--- config.mk ---
export PLATFORM = sky130hd
export DESIGN_NAME = sparse_polynomial_add_merge_unit
export DESIGN_NICKNAME = d
export VERILOG_FILES = /design/src/spadd_pkg.sv /design/src/sparse_polynomial_add_merge_unit.sv /design/src/spadd_term_store.sv
export SDC_FILE = /design/constraint.sdc
export NUM_CORES = 1
export LEC_CHECK = 0
export ABC_CLOCK_PERIOD_IN_PS = 8300
export BUFFER_PORTS_ARGS = -buffer_cell sky130_fd_sc_hd__buf_2
export CAP_MARGIN = 10
export CORE_UTILIZATION = 60
export CTS_BUF_LIST = sky130_fd_sc_hd__clkbuf_8
export CTS_CLUSTER_SIZE = 10
export DETAILED_ROUTE_END_ITERATION = 8
export PLACE_DENSITY = 0.76
export SKIP_CTS_REPAIR_TIMING = 1
export SLEW_MARGIN = 20
export SYNTH_ARGS = -nofsm -noshare
export SYNTH_HDL_FRONTEND = slang
export SYNTH_SLANG_ARGS = --single-unit
--- constraint.sdc ---
create_clock -name clock -period 8.3 [get_ports clock]
set_clock_uncertainty 0.1 [all_clocks]
set_input_delay 1.245 -clock clock [delete_from_list [all_inputs] [get_ports clock]]
set_output_delay 1.245 -clock clock [all_outputs]
set_load 0.02 [all_outputs]
--- src/spadd_pkg.sv ---
// Shared types and constants for the sparse polynomial add/merge unit.
// No dependencies.
package spadd_pkg;

   localparam int MAX_TERMS_DEFAULT = 32;

   localparam int COEFF_W = 16;
   localparam int EXPO_W  = 8;
   localparam int SUM_W   = COEFF_W + 1;

   // Request opcodes
   localparam logic [1:0] OP_APPEND_A = 2'd0;
   localparam logic [1:0] OP_APPEND_B = 2'd1;
   localparam logic [1:0] OP_SUM      = 2'd2;

   typedef struct packed {
      logic signed [COEFF_W-1:0] coeff;
      logic [EXPO_W-1:0]         expo;
   } term_type;

   function automatic logic signed [SUM_W-1:0] sext_coeff(input logic signed [COEFF_W-1:0] c);
      return SUM_W'(c);
   endfunction

endpackage

--- src/sparse_polynomial_add_merge_unit.sv ---
// Sparse polynomial add/merge unit: two term-list memories and a merge sequencer.
// Depends on spadd_pkg and spadd_term_store.
//
//   channel | dir | fields                                                  | handshake
//   req_    | in  | op, term_coeff, term_expo                               | valid/ready
//   rsp_    | out | sum_coeff, sum_expo, last_term, no_terms, append_dropped | valid/ready
//
// Append: one transfer out (loaded straight into the output register).
// Sum: each emitted term takes a memory read (S_FETCH), then compare/add (S_STEP);
//   the empty case loads a no_terms result straight into the output register.
// A request is taken only when the sequencer is idle and the output register is
//   free or being drained in the same cycle; a stalled rsp_ holds the merge.
// Reset is synchronous; it clears counts, pointers and valid flags. Stored terms
//   are not cleared and are never used beyond the counts.
module sparse_polynomial_add_merge_unit #(
   parameter int MAX_TERMS = spadd_pkg::MAX_TERMS_DEFAULT
) (
   input  logic                                  clock,
   input  logic                                  reset,
   input  logic                                  req_valid,
   output logic                                  req_ready,
   input  logic [1:0]                            req_op,
   input  logic signed [spadd_pkg::COEFF_W-1:0]  req_term_coeff,
   input  logic [spadd_pkg::EXPO_W-1:0]          req_term_expo,
   output logic                                  rsp_valid,
   input  logic                                  rsp_ready,
   output logic signed [spadd_pkg::SUM_W-1:0]    rsp_sum_coeff,
   output logic [spadd_pkg::EXPO_W-1:0]          rsp_sum_expo,
   output logic                                  rsp_last_term,
   output logic                                  rsp_no_terms,
   output logic                                  rsp_append_dropped
);
   import spadd_pkg::*;

   localparam int CW = $clog2(MAX_TERMS + 1);
   localparam int AW = (MAX_TERMS > 1) ? $clog2(MAX_TERMS) : 1;
   localparam logic [CW-1:0] MAX_CNT = CW'(MAX_TERMS);

   localparam logic [1:0] S_IDLE  = 2'd0;
   localparam logic [1:0] S_FETCH = 2'd1;   // read addresses settle into memories
   localparam logic [1:0] S_STEP  = 2'd2;   // compare heads, emit one term

   logic [1:0]    state_ff, state_in;
   logic [CW-1:0] a_count_ff, a_count_in, b_count_ff, b_count_in;
   logic [CW-1:0] a_ptr_ff, a_ptr_in, b_ptr_ff, b_ptr_in;

   logic                     rsp_valid_ff, rsp_valid_in;
   logic signed [SUM_W-1:0]  rsp_coeff_ff, rsp_coeff_in;
   logic [EXPO_W-1:0]        rsp_expo_ff, rsp_expo_in;
   logic                     rsp_last_ff, rsp_last_in;
   logic                     rsp_none_ff, rsp_none_in;
   logic                     rsp_drop_ff, rsp_drop_in;

   logic     a_we, b_we;
   term_type new_term, a_head, b_head;

   logic slot_free, accept;
   logic a_has, b_has, expo_eq, take_a, take_b;
   logic [CW-1:0] a_ptr_nx, b_ptr_nx;

   assign new_term.coeff = req_term_coeff;
   assign new_term.expo  = req_term_expo;

   spadd_term_store #(.DEPTH(MAX_TERMS), .AW(AW)) u_store_a (
      .clock  (clock),
      .wr_en  (a_we),
      .wr_addr(a_count_ff[AW-1:0]),
      .wr_data(new_term),
      .rd_addr(a_ptr_ff[AW-1:0]),
      .rd_data(a_head)
   );

   spadd_term_store #(.DEPTH(MAX_TERMS), .AW(AW)) u_store_b (
      .clock  (clock),
      .wr_en  (b_we),
      .wr_addr(b_count_ff[AW-1:0]),
      .wr_data(new_term),
      .rd_addr(b_ptr_ff[AW-1:0]),
      .rd_data(b_head)
   );

   assign slot_free = !rsp_valid_ff || rsp_ready;
   assign req_ready = (state_ff == S_IDLE) && slot_free;
   assign accept    = req_valid && req_ready;

   // merge decision on the current heads
   assign a_has   = a_ptr_ff < a_count_ff;
   assign b_has   = b_ptr_ff < b_count_ff;
   assign expo_eq = a_has && b_has && (a_head.expo == b_head.expo);
   assign take_a  = expo_eq || (a_has && (!b_has || (a_head.expo > b_head.expo)));
   assign take_b  = expo_eq || !take_a;
   assign a_ptr_nx = a_ptr_ff + CW'(take_a);
   assign b_ptr_nx = b_ptr_ff + CW'(take_b);

   always_comb begin
      state_in     = state_ff;
      a_count_in   = a_count_ff;
      b_count_in   = b_count_ff;
      a_ptr_in     = a_ptr_ff;
      b_ptr_in     = b_ptr_ff;
      a_we         = 1'b0;
      b_we         = 1'b0;
      rsp_valid_in = rsp_valid_ff && !rsp_ready;
      rsp_coeff_in = rsp_coeff_ff;
      rsp_expo_in  = rsp_expo_ff;
      rsp_last_in  = rsp_last_ff;
      rsp_none_in  = rsp_none_ff;
      rsp_drop_in  = rsp_drop_ff;

      unique case (state_ff)
         S_IDLE: begin
            if (accept) begin
               priority if (req_op == OP_APPEND_A || req_op == OP_APPEND_B) begin
                  rsp_valid_in = 1'b1;
                  rsp_coeff_in = '0;
                  rsp_expo_in  = '0;
                  rsp_last_in  = 1'b1;
                  rsp_none_in  = 1'b0;
                  if (req_op == OP_APPEND_A) begin
                     rsp_drop_in = !(a_count_ff < MAX_CNT);
                     if (a_count_ff < MAX_CNT) begin
                        a_we       = 1'b1;
                        a_count_in = a_count_ff + CW'(1);
                     end
                  end else begin
                     rsp_drop_in = !(b_count_ff < MAX_CNT);
                     if (b_count_ff < MAX_CNT) begin
                        b_we       = 1'b1;
                        b_count_in = b_count_ff + CW'(1);
                     end
                  end
               end else if (req_op == OP_SUM) begin
                  if (a_count_ff == '0 && b_count_ff == '0) begin
                     rsp_valid_in = 1'b1;
                     rsp_coeff_in = '0;
                     rsp_expo_in  = '0;
                     rsp_last_in  = 1'b1;
                     rsp_none_in  = 1'b1;
                     rsp_drop_in  = 1'b0;
                  end else begin
                     a_ptr_in = '0;
                     b_ptr_in = '0;
                     state_in = S_FETCH;
                  end
               end else begin
                  // unused opcode: dropped silently
                  state_in = S_IDLE;
               end
            end
         end
         S_FETCH: begin
            state_in = S_STEP;
         end
         S_STEP: begin
            if (slot_free) begin
               rsp_valid_in = 1'b1;
               rsp_coeff_in = (take_a ? sext_coeff(a_head.coeff) : SUM_W'(0))
                            + (take_b ? sext_coeff(b_head.coeff) : SUM_W'(0));
               rsp_expo_in  = take_a ? a_head.expo : b_head.expo;
               rsp_last_in  = (a_ptr_nx >= a_count_ff) && (b_ptr_nx >= b_count_ff);
               rsp_none_in  = 1'b0;
               rsp_drop_in  = 1'b0;
               a_ptr_in     = a_ptr_nx;
               b_ptr_in     = b_ptr_nx;
               state_in     = ((a_ptr_nx >= a_count_ff) && (b_ptr_nx >= b_count_ff))
                              ? S_IDLE : S_FETCH;
            end
         end
         default: begin
            state_in = S_IDLE;
         end
      endcase
   end

   always_ff @(posedge clock) begin
      if (reset) begin
         state_ff     <= S_IDLE;
         a_count_ff   <= '0;
         b_count_ff   <= '0;
         a_ptr_ff     <= '0;
         b_ptr_ff     <= '0;
         rsp_valid_ff <= 1'b0;
      end else begin
         state_ff     <= state_in;
         a_count_ff   <= a_count_in;
         b_count_ff   <= b_count_in;
         a_ptr_ff     <= a_ptr_in;
         b_ptr_ff     <= b_ptr_in;
         rsp_valid_ff <= rsp_valid_in;
      end
   end

   // payload: no reset needed
   always_ff @(posedge clock) begin
      rsp_coeff_ff <= rsp_coeff_in;
      rsp_expo_ff  <= rsp_expo_in;
      rsp_last_ff  <= rsp_last_in;
      rsp_none_ff  <= rsp_none_in;
      rsp_drop_ff  <= rsp_drop_in;
   end

   assign rsp_valid          = rsp_valid_ff;
   assign rsp_sum_coeff      = rsp_coeff_ff;
   assign rsp_sum_expo       = rsp_expo_ff;
   assign rsp_last_term      = rsp_last_ff;
   assign rsp_no_terms       = rsp_none_ff;
   assign rsp_append_dropped = rsp_drop_ff;

endmodule

--- src/spadd_term_store.sv ---
// One term list: synchronous single-write, single-read memory of terms.
// Depends on spadd_pkg.
module spadd_term_store #(
   parameter int DEPTH = spadd_pkg::MAX_TERMS_DEFAULT,
   parameter int AW    = 5
) (
   input  logic               clock,
   input  logic               wr_en,
   input  logic [AW-1:0]      wr_addr,
   input  spadd_pkg::term_type wr_data,
   input  logic [AW-1:0]      rd_addr,
   output spadd_pkg::term_type rd_data
);
   import spadd_pkg::*;

   term_type mem [DEPTH];
   term_type rd_data_ff;

   always_ff @(posedge clock) begin
      if (wr_en) begin
         mem[wr_addr] <= wr_data;
      end
      rd_data_ff <= mem[rd_addr];
   end

   assign rd_data = rd_data_ff;

endmodule

After elaboration in Yosys (flattened, before gate mapping). Memory sizes are Yosys's and may differ from the RTL's. A register that Yosys moved wholly into a read port is not among the register bits. Cells that the tools add are included.

RAM bits: 1536. Memories kept: 2. Bits of input ports: 30. Flip-flop bits (word level): 55.

Eq/ne operators: 13. Reduce and logical (&&, ||, !) cells: 29. Mux-type cells: 66. Bitwise gates (word level): 1. Order comparisons: 7. Add/sub/neg operators: 5.

Memory list: u_store_a.mem (words 32, bits a word 24, rd ports 1, clocked after Yosys merged registers in 1, write ports 1, RTL line spadd_term_store.sv:16) `term_type mem [DEPTH];`; u_store_b.mem (words 32, bits a word 24, rd ports 1, clocked after Yosys merged registers in 1, write ports 1, RTL line spadd_term_store.sv:16).

Operators by type and width (number): two-way mux 17 bit (7); two-way mux 8 bit (6); two-way mux 6 bit (6); one-hot mux 17 bit (2 select lines) (1); two-way mux 1 bit (33); one-hot mux 6 bit (2 select lines) (2); adder 17 bit (1); one-hot mux 8 bit (2 select lines) (1); AND reduction 5 bit (3); adder 6 x 1 -> 6 bit (2); adder 6 x 1 -> 6 bit (second input constant) (2); >= comparator 6 bit (2); zero test 6 bit (2); < comparator 6 bit (2); < comparator 6 bit (second input constant) (2); two-way mux 2 bit (5); equality test 8 bit (1); > comparator 8 bit (1); logical AND 1 bit (8); != test 2 bit (second input constant) (4); one-hot mux 1 bit (2 select lines) (4); zero test 1 bit (6); != test 3 x 1 -> 1 bit (second input constant) (2); one-hot mux 2 bit (3 select lines) (1); 10 further kinds (17).

Logic depth before layout (Yosys ltp).
Depth after elaboration: 13. Mapped depth: 19. Gate-level depth less buffers: 16.

Hierarchy. Synthesis repeated with hierarchy kept, for this count alone.

Cell total of the unflattened synthesis: 3895. Area, all modules: 65203.8 um^2.

By module, submodules not included: spadd_term_store (cells an instance 1711, times used 2, area an instance 30480.5 um^2, seq. area each 23542.6 um^2); sparse_polynomial_add_merge_unit (cells an instance 473, times used 1, area an instance 4242.8 um^2, seq. area each 1381.3 um^2).

Worst setup path after synthesis. Ideal clock, no wire load.

Path kind: flip-flop to flip-flop. Start: register b_count_ff[2]. End: register rsp_coeff_ff[14] (netlist: rsp_sum_coeff[14]) (data pin). Period minus slack after synthesis: 4.264 ns. Data arrival time: 3.896 ns. Path buffers: 3. Slack: 4.036 ns. Cell stages (with the launch flop): 20. Setup time: 0.268 ns. Cells stage by stage: dfxtp_1 clkbuf_1 inv_1 ha_1 a21oi_1 o21ai_0 a221oi_1 a31o_2 clkbuf_1 clkbuf_1 and2_1 ha_1 inv_1 fa_1 nor2b_1 o31a_1 o2111ai_1 a21o_1 a21oi_1 nor3b_1.

Cells in the longest elaborated chain, start to end: 11. Elaborated cells between the ends (all ways): 14.

RTL lines: start, declared (RTL line sparse_polynomial_add_merge_unit.sv:44) `logic [CW-1:0] a_count_ff, a_count_in, b_count_ff, b_count_in;`; start signal, assigned (RTL line sparse_polynomial_add_merge_unit.sv:186) `b_count_ff <= b_count_in;`; < comparator 6 bit * (RTL line sparse_polynomial_add_merge_unit.sv:88) `assign b_has = b_ptr_ff < b_count_ff;`; zero test 1 bit (RTL line sparse_polynomial_add_merge_unit.sv:90) `assign take_a = expo_eq || (a_has && (!b_has || (a_head.expo > b_head.expo)));`; logical OR 1 bit (RTL line sparse_polynomial_add_merge_unit.sv:90); logical AND 1 bit (RTL line sparse_polynomial_add_merge_unit.sv:90); logical OR 1 bit (RTL line sparse_polynomial_add_merge_unit.sv:90); zero test 1 bit (RTL line sparse_polynomial_add_merge_unit.sv:91) `assign take_b = expo_eq || !take_a;`; logical OR 1 bit (RTL line sparse_polynomial_add_merge_unit.sv:91); two-way mux 17 bit (RTL line sparse_polynomial_add_merge_unit.sv:158) `+ (take_b ? sext_coeff(b_head.coeff) : SUM_W'(0));`; adder 17 bit * (RTL line sparse_polynomial_add_merge_unit.sv:158); two-way mux 17 bit * (RTL line sparse_polynomial_add_merge_unit.sv:155) `if (slot_free) begin`; one-hot mux 17 bit (2 select lines) * (RTL line sparse_polynomial_add_merge_unit.sv:110) `unique case (state_ff)`; end signal, assigned (RTL line sparse_polynomial_add_merge_unit.sv:195) `rsp_coeff_ff <= rsp_coeff_in;`; end, declared (RTL line sparse_polynomial_add_merge_unit.sv:48) `logic signed [SUM_W-1:0] rsp_coeff_ff, rsp_coeff_in;`.

Every way passes the cells marked *; elsewhere a longest branch is shown, timed or not. The select of a mux whose other input is x is not followed. A chain may end at the register's enable or synchronous reset.

Worst setup path in the final report.
Start: register b_ptr_ff[4]. End: register rsp_coeff_ff[14] (netlist: rsp_sum_coeff[14]) (data pin).

Cells in the longest elaborated chain, start to end: 11. Elaborated cells between the ends (all ways): 14.

RTL lines: start, declared (RTL line sparse_polynomial_add_merge_unit.sv:45) `logic [CW-1:0] a_ptr_ff, a_ptr_in, b_ptr_ff, b_ptr_in;`; start signal, assigned (RTL line sparse_polynomial_add_merge_unit.sv:188) `b_ptr_ff <= b_ptr_in;`; < comparator 6 bit * (RTL line sparse_polynomial_add_merge_unit.sv:88); zero test 1 bit (RTL line sparse_polynomial_add_merge_unit.sv:90); logical OR 1 bit (RTL line sparse_polynomial_add_merge_unit.sv:90); logical AND 1 bit (RTL line sparse_polynomial_add_merge_unit.sv:90); logical OR 1 bit (RTL line sparse_polynomial_add_merge_unit.sv:90); zero test 1 bit (RTL line sparse_polynomial_add_merge_unit.sv:91); logical OR 1 bit (RTL line sparse_polynomial_add_merge_unit.sv:91); two-way mux 17 bit (RTL line sparse_polynomial_add_merge_unit.sv:158); adder 17 bit * (RTL line sparse_polynomial_add_merge_unit.sv:158); two-way mux 17 bit * (RTL line sparse_polynomial_add_merge_unit.sv:155); one-hot mux 17 bit (2 select lines) * (RTL line sparse_polynomial_add_merge_unit.sv:110).

Marked as above.

==> flow_results.xml <==
<?xml version="1.0" encoding="UTF-8"?>
<metrics>
  <group name="power_and_ir_drop">
    <metric name="power.static_leakage" unit="nW">21.9</metric>
    <metric name="power-per-cell-area" unit="nW/um^2">216</metric>
    <metric name="design_power_total" unit="mW">15.2</metric>
    <metric name="power.ir.vdd_worst" unit="mV">0.177</metric>
  </group>
  <group name="route">
    <metric name="ant_nets" unit="">0</metric>
    <metric name="first_pass_iters" unit="">7</metric>
    <metric name="via_count" unit="">31500</metric>
    <metric name="drt_first_iter_violations" unit="">3565</metric>
    <metric name="drt-total-wl" unit="um">146000</metric>
    <metric name="detail_route.vias_per_cell" unit="">6.46</metric>
    <metric name="wl_per_cell" unit="um">29.9</metric>
    <metric name="post-route-drc-count" unit="">0</metric>
  </group>
  <group name="cts">
    <metric name="clock_path_buffers" unit="">3</metric>
    <metric name="clk_pin_slew" unit="ns">0.06</metric>
    <metric name="clk_latency" unit="ns">0.93</metric>
    <metric name="cts_made_buffers" unit="">239</metric>
    <metric name="cts-root-buf" unit="">clkbuf_8</metric>
    <metric name="cts-htree-levels" unit="">4</metric>
    <metric name="cts.sinks" unit="">1639</metric>
    <metric name="tritoncts" unit="">yes</metric>
  </group>
  <group name="hold_path">
    <metric name="holdCritPathClass" unit="">reg -&gt; reg</metric>
    <metric name="worstHoldStart" unit="">a_ptr_ff[5]</metric>
  </group>
  <group name="synth">
    <metric name="area_leader_netlist" unit="">edfxtp_1</metric>
    <metric name="post_synth_fa_ha_maj_area_fraction" unit="%">1.15</metric>
    <metric name="yosys.area.top_type_share" unit="%">73.7</metric>
    <metric name="synth.cell_area" unit="sq um">63700</metric>
    <metric name="synthesis.instances" unit="">3056</metric>
    <metric name="synth.mux.area_fraction" unit="%">15.6</metric>
    <metric name="ys_types" unit="">59</metric>
    <metric name="number_of_flops_mapped_to_enable_cells_by_yosys" unit="">1564</metric>
    <metric name="post_synth.cell_area_avg" unit="sq um">20.9</metric>
    <metric name="synth-seq-cells" unit="">1639</metric>
    <metric name="post_synth_simple_gate_area" unit="%">2.25</metric>
    <metric name="share_of_async_settable_or_async_resettable_flops_after_synthesis" unit="%">0</metric>
    <metric name="main_combinational_cell_family_by_area_after_synthesis" unit="">multiplexers</metric>
    <metric name="synth_nets" unit="">3144</metric>
    <metric name="yosys.area_share.xor_xnor" unit="%">0.344</metric>
    <metric name="yosys-top-cells-area" unit="">edfxtp_1, mux4_2, mux2i_1</metric>
    <metric name="synth_area_in_compound_gates" unit="%">3.30</metric>
    <metric name="ys_warn_count" unit="">0</metric>
    <metric name="postSynth.topFlopCell" unit="">edfxtp_1</metric>
    <metric name="synth_seq_area_share" unit="%">76.0</metric>
  </group>
  <group name="place">
    <metric name="placement.io_buffers" unit="">59</metric>
    <metric name="gpl.final_weighted_congestion" unit="">0.869</metric>
    <metric name="dpl.hpwl" unit="um">79000</metric>
  </group>
  <group name="flow_run">
    <metric name="max-cap-violations" unit="">0</metric>
  </group>
  <group name="timing">
    <metric name="slew-limit-headroom" unit="%">31.2</metric>
    <metric name="final_period_minus_worst_setup_slack" unit="ns">5.07</metric>
    <metric name="fin_worst_hold_slack" unit="ns">0.490</metric>
    <metric name="timing_worst_slew_pin_value" unit="ns">1.02</metric>
    <metric name="layout_worst_path_cycle_share" unit="%">61.1</metric>
    <metric name="fmax" unit="MHz">197</metric>
    <metric name="finalSetupViolCount" unit="">0</metric>
    <metric name="grt_setup_unrepaired" unit="">false</metric>
    <metric name="timing_max_transition_violations_final" unit="">0</metric>
    <metric name="setup_tns" unit="ns">0</metric>
    <metric name="finalHoldViolCount" unit="">0</metric>
  </group>
  <group name="floorplan">
    <metric name="floorplan.initialDensity" unit="%">60.6</metric>
    <metric name="fp.dieW" unit="um">328</metric>
    <metric name="design.core.area" unit="sq um">105000</metric>
    <metric name="std_cell_rows" unit="">119</metric>
    <metric name="floorplan.die_area" unit="sq um">108000</metric>
    <metric name="die_h" unit="um">328</metric>
    <metric name="ioPinCount" unit="">60</metric>
  </group>
  <group name="final_layout">
    <metric name="n_fill_cell" unit="">6526</metric>
    <metric name="final_stage_net_count" unit="">3373</metric>
    <metric name="drive_gt1_share" unit="%">26.3</metric>
    <metric name="area_growth" unit="%">10.4</metric>
  </group>
  <group name="grt">
    <metric name="grt_antenna_before_repair" unit="">18</metric>
    <metric name="grt_pass1_wl" unit="um">210000</metric>
    <metric name="grtUsageTotal" unit="%">27.5</metric>
    <metric name="pin_count_of_the_biggest_net_entering_global_routing" unit="">137</metric>
    <metric name="global_route_total_overflow" unit="">0</metric>
    <metric name="grt_pass1_vias" unit="">32400</metric>
  </group>
  <group name="critical_path">
    <metric name="critPathMaxFanout" unit="">54</metric>
    <metric name="criticalPathCategory" unit="">reg -&gt; reg</metric>
    <metric name="worst-endpoint-arrival" unit="ns">5.60</metric>
    <metric name="crit_path_start" unit="">b_ptr_ff[4]</metric>
    <metric name="critPathLaunchType" unit="">register</metric>
    <metric name="timing.reg2reg.setup_slack" unit="ns">3.23</metric>
    <metric name="critical_path.endpoint_type" unit="">register</metric>
    <metric name="cp_data_required_time" unit="ns">8.83</metric>
    <metric name="timing.rr.start" unit="">b_ptr_ff[4]</metric>
  </group>
  <group name="outcome">
    <metric name="status" unit="">complete, no violations</metric>
  </group>
</metrics>
[cell usage after synthesis, types with 28 or more instances]
cell type / count
edfxtp_1: 1564
buf_2: 47
o22ai_1: 48
nor2_1: 119
ha_1: 57
a21o_1: 31
clkbuf_1: 89
and2_1: 35
mux4_2: 360
inv_1: 28
o21ai_0: 41
a211oi_1: 28
o221ai_1: 72
dfxtp_1: 75
a21oi_1: 44
mux2i_1: 157
nand2_1: 61
[critical path, cell delays in order, from the launching register on]
cell and delay, ns:
dfxtp_2 0.31, buf_4 0.73, ha_1 0.39, a21o_1 0.18, a221oi_1 0.54, a31o_2 0.55, and2_1 0.21, ha_1 0.19
inv_1 0.07, fa_1 0.43, nor2b_1 0.22, o31a_1 0.27, o2111ai_1 0.17, a21o_1 0.22, a21oi_1 0.14, nor3b_1 0.07
[routing by layer]
| layer | part of all wire, % | global-route usage (%) | up-vias |
|---|---|---|---|
| met2 | 50 | 45.2 | 1589 |
| li1 | - | - | 13200 |
| met4 | 3.9 | 12.4 | 12 |
| met5 | 0.051 | 0 | - |
| met3 | 8.7 | 5.42 | 285 |
| met1 | 37 | 36.0 | 16400 |
[cells by family (layout without fill, tap and decap cells)]
logic type / count (synthesis) / count (layout)
DFF: 1639 / 1639
muxes: 541 / 541
AOI/OAI and AO/OA: 300 / 300
and+or+nand+nor: 298 / 298
buffers and inverters: 195 / 613
adders and majority gates: 58 / 58
xor gates and xnor gates: 25 / 25
other: 0 / 4
[where the power goes]
part | switching [mW] | internal, mW
Combinational | 0.222 | 0.0682
Clock | 2.92 | 2.90
Sequential | 0.0188 | 9.08
Total | 3.16 | 12.0
[registers in the layout, summed over array words and instances, names as in the netlist]
name                cells
rsp_sum_expo            8
u_store_b.rd_data      24
u_store_a.rd_data      24
b_count_ff              6
rsp_sum_coeff          17
rsp_no_terms            1
state_ff                2
a_count_ff              6
rsp_append_dropped      1
u_store_b.mem         768
b_ptr_ff                6
u_store_a.mem         768
rsp_last_term           1
rsp_valid               1
a_ptr_ff                6
[worst paths after layout]
path	endpoint	cells past startpoint
max reg2reg	rsp_sum_coeff[14]	15
max	rsp_sum_coeff[14]	15
min	a_ptr_ff[5]	3
min reg2reg	a_ptr_ff[5]	3
[final cells by class]
type                       instances  area (sq um)  share of cell area [%]
clock inverter                   173           785                    1.11
antenna                            4          10.0                  0.0142
inverter                          31           116                   0.165
timing repair buffer             152          1100                    1.57
multi-input combinational       1222         14600                    20.8
sequential                      1639         48500                    68.9
clock buffer                     257          3540                    5.02
tap                             1391          1740                    2.47
[stage by stage]
| stage | setup slack (ns) | instances | cell area, sq um | util [%] |
|---|---|---|---|---|
| after floorplan | 4.04 | 3056 | 63700 | - |
| after global placement | 3.36 | 4433 | 66000 | 62.7 |
| after detailed placement | 3.21 | 4434 | 66000 | 62.7 |
| after CTS | 3.23 | 4864 | 70300 | 66.8 |
| after global routing | 2.99 | 4866 | 70400 | 66.9 |
| final | 3.23 | 4869 | 70400 | 66.9 |
[cells in the final DEF, fill, tap and decap left out, drive strengths merged, types with 24 or more instances in the layout]
cell	count
buf	152
a21oi	44
o22ai	48
clkinv	81
mux2	24
inv	121
clkbuf	257
nand2	62
dfxtp	75
o21ai	41
edfxtp	1564
ha	57
mux4	360
and2	35
nor2	119
a21o	31
mux2i	157
a211oi	28
nand3	25
o221ai	72
Note: power is estimated with default switching activity, not from simulation.
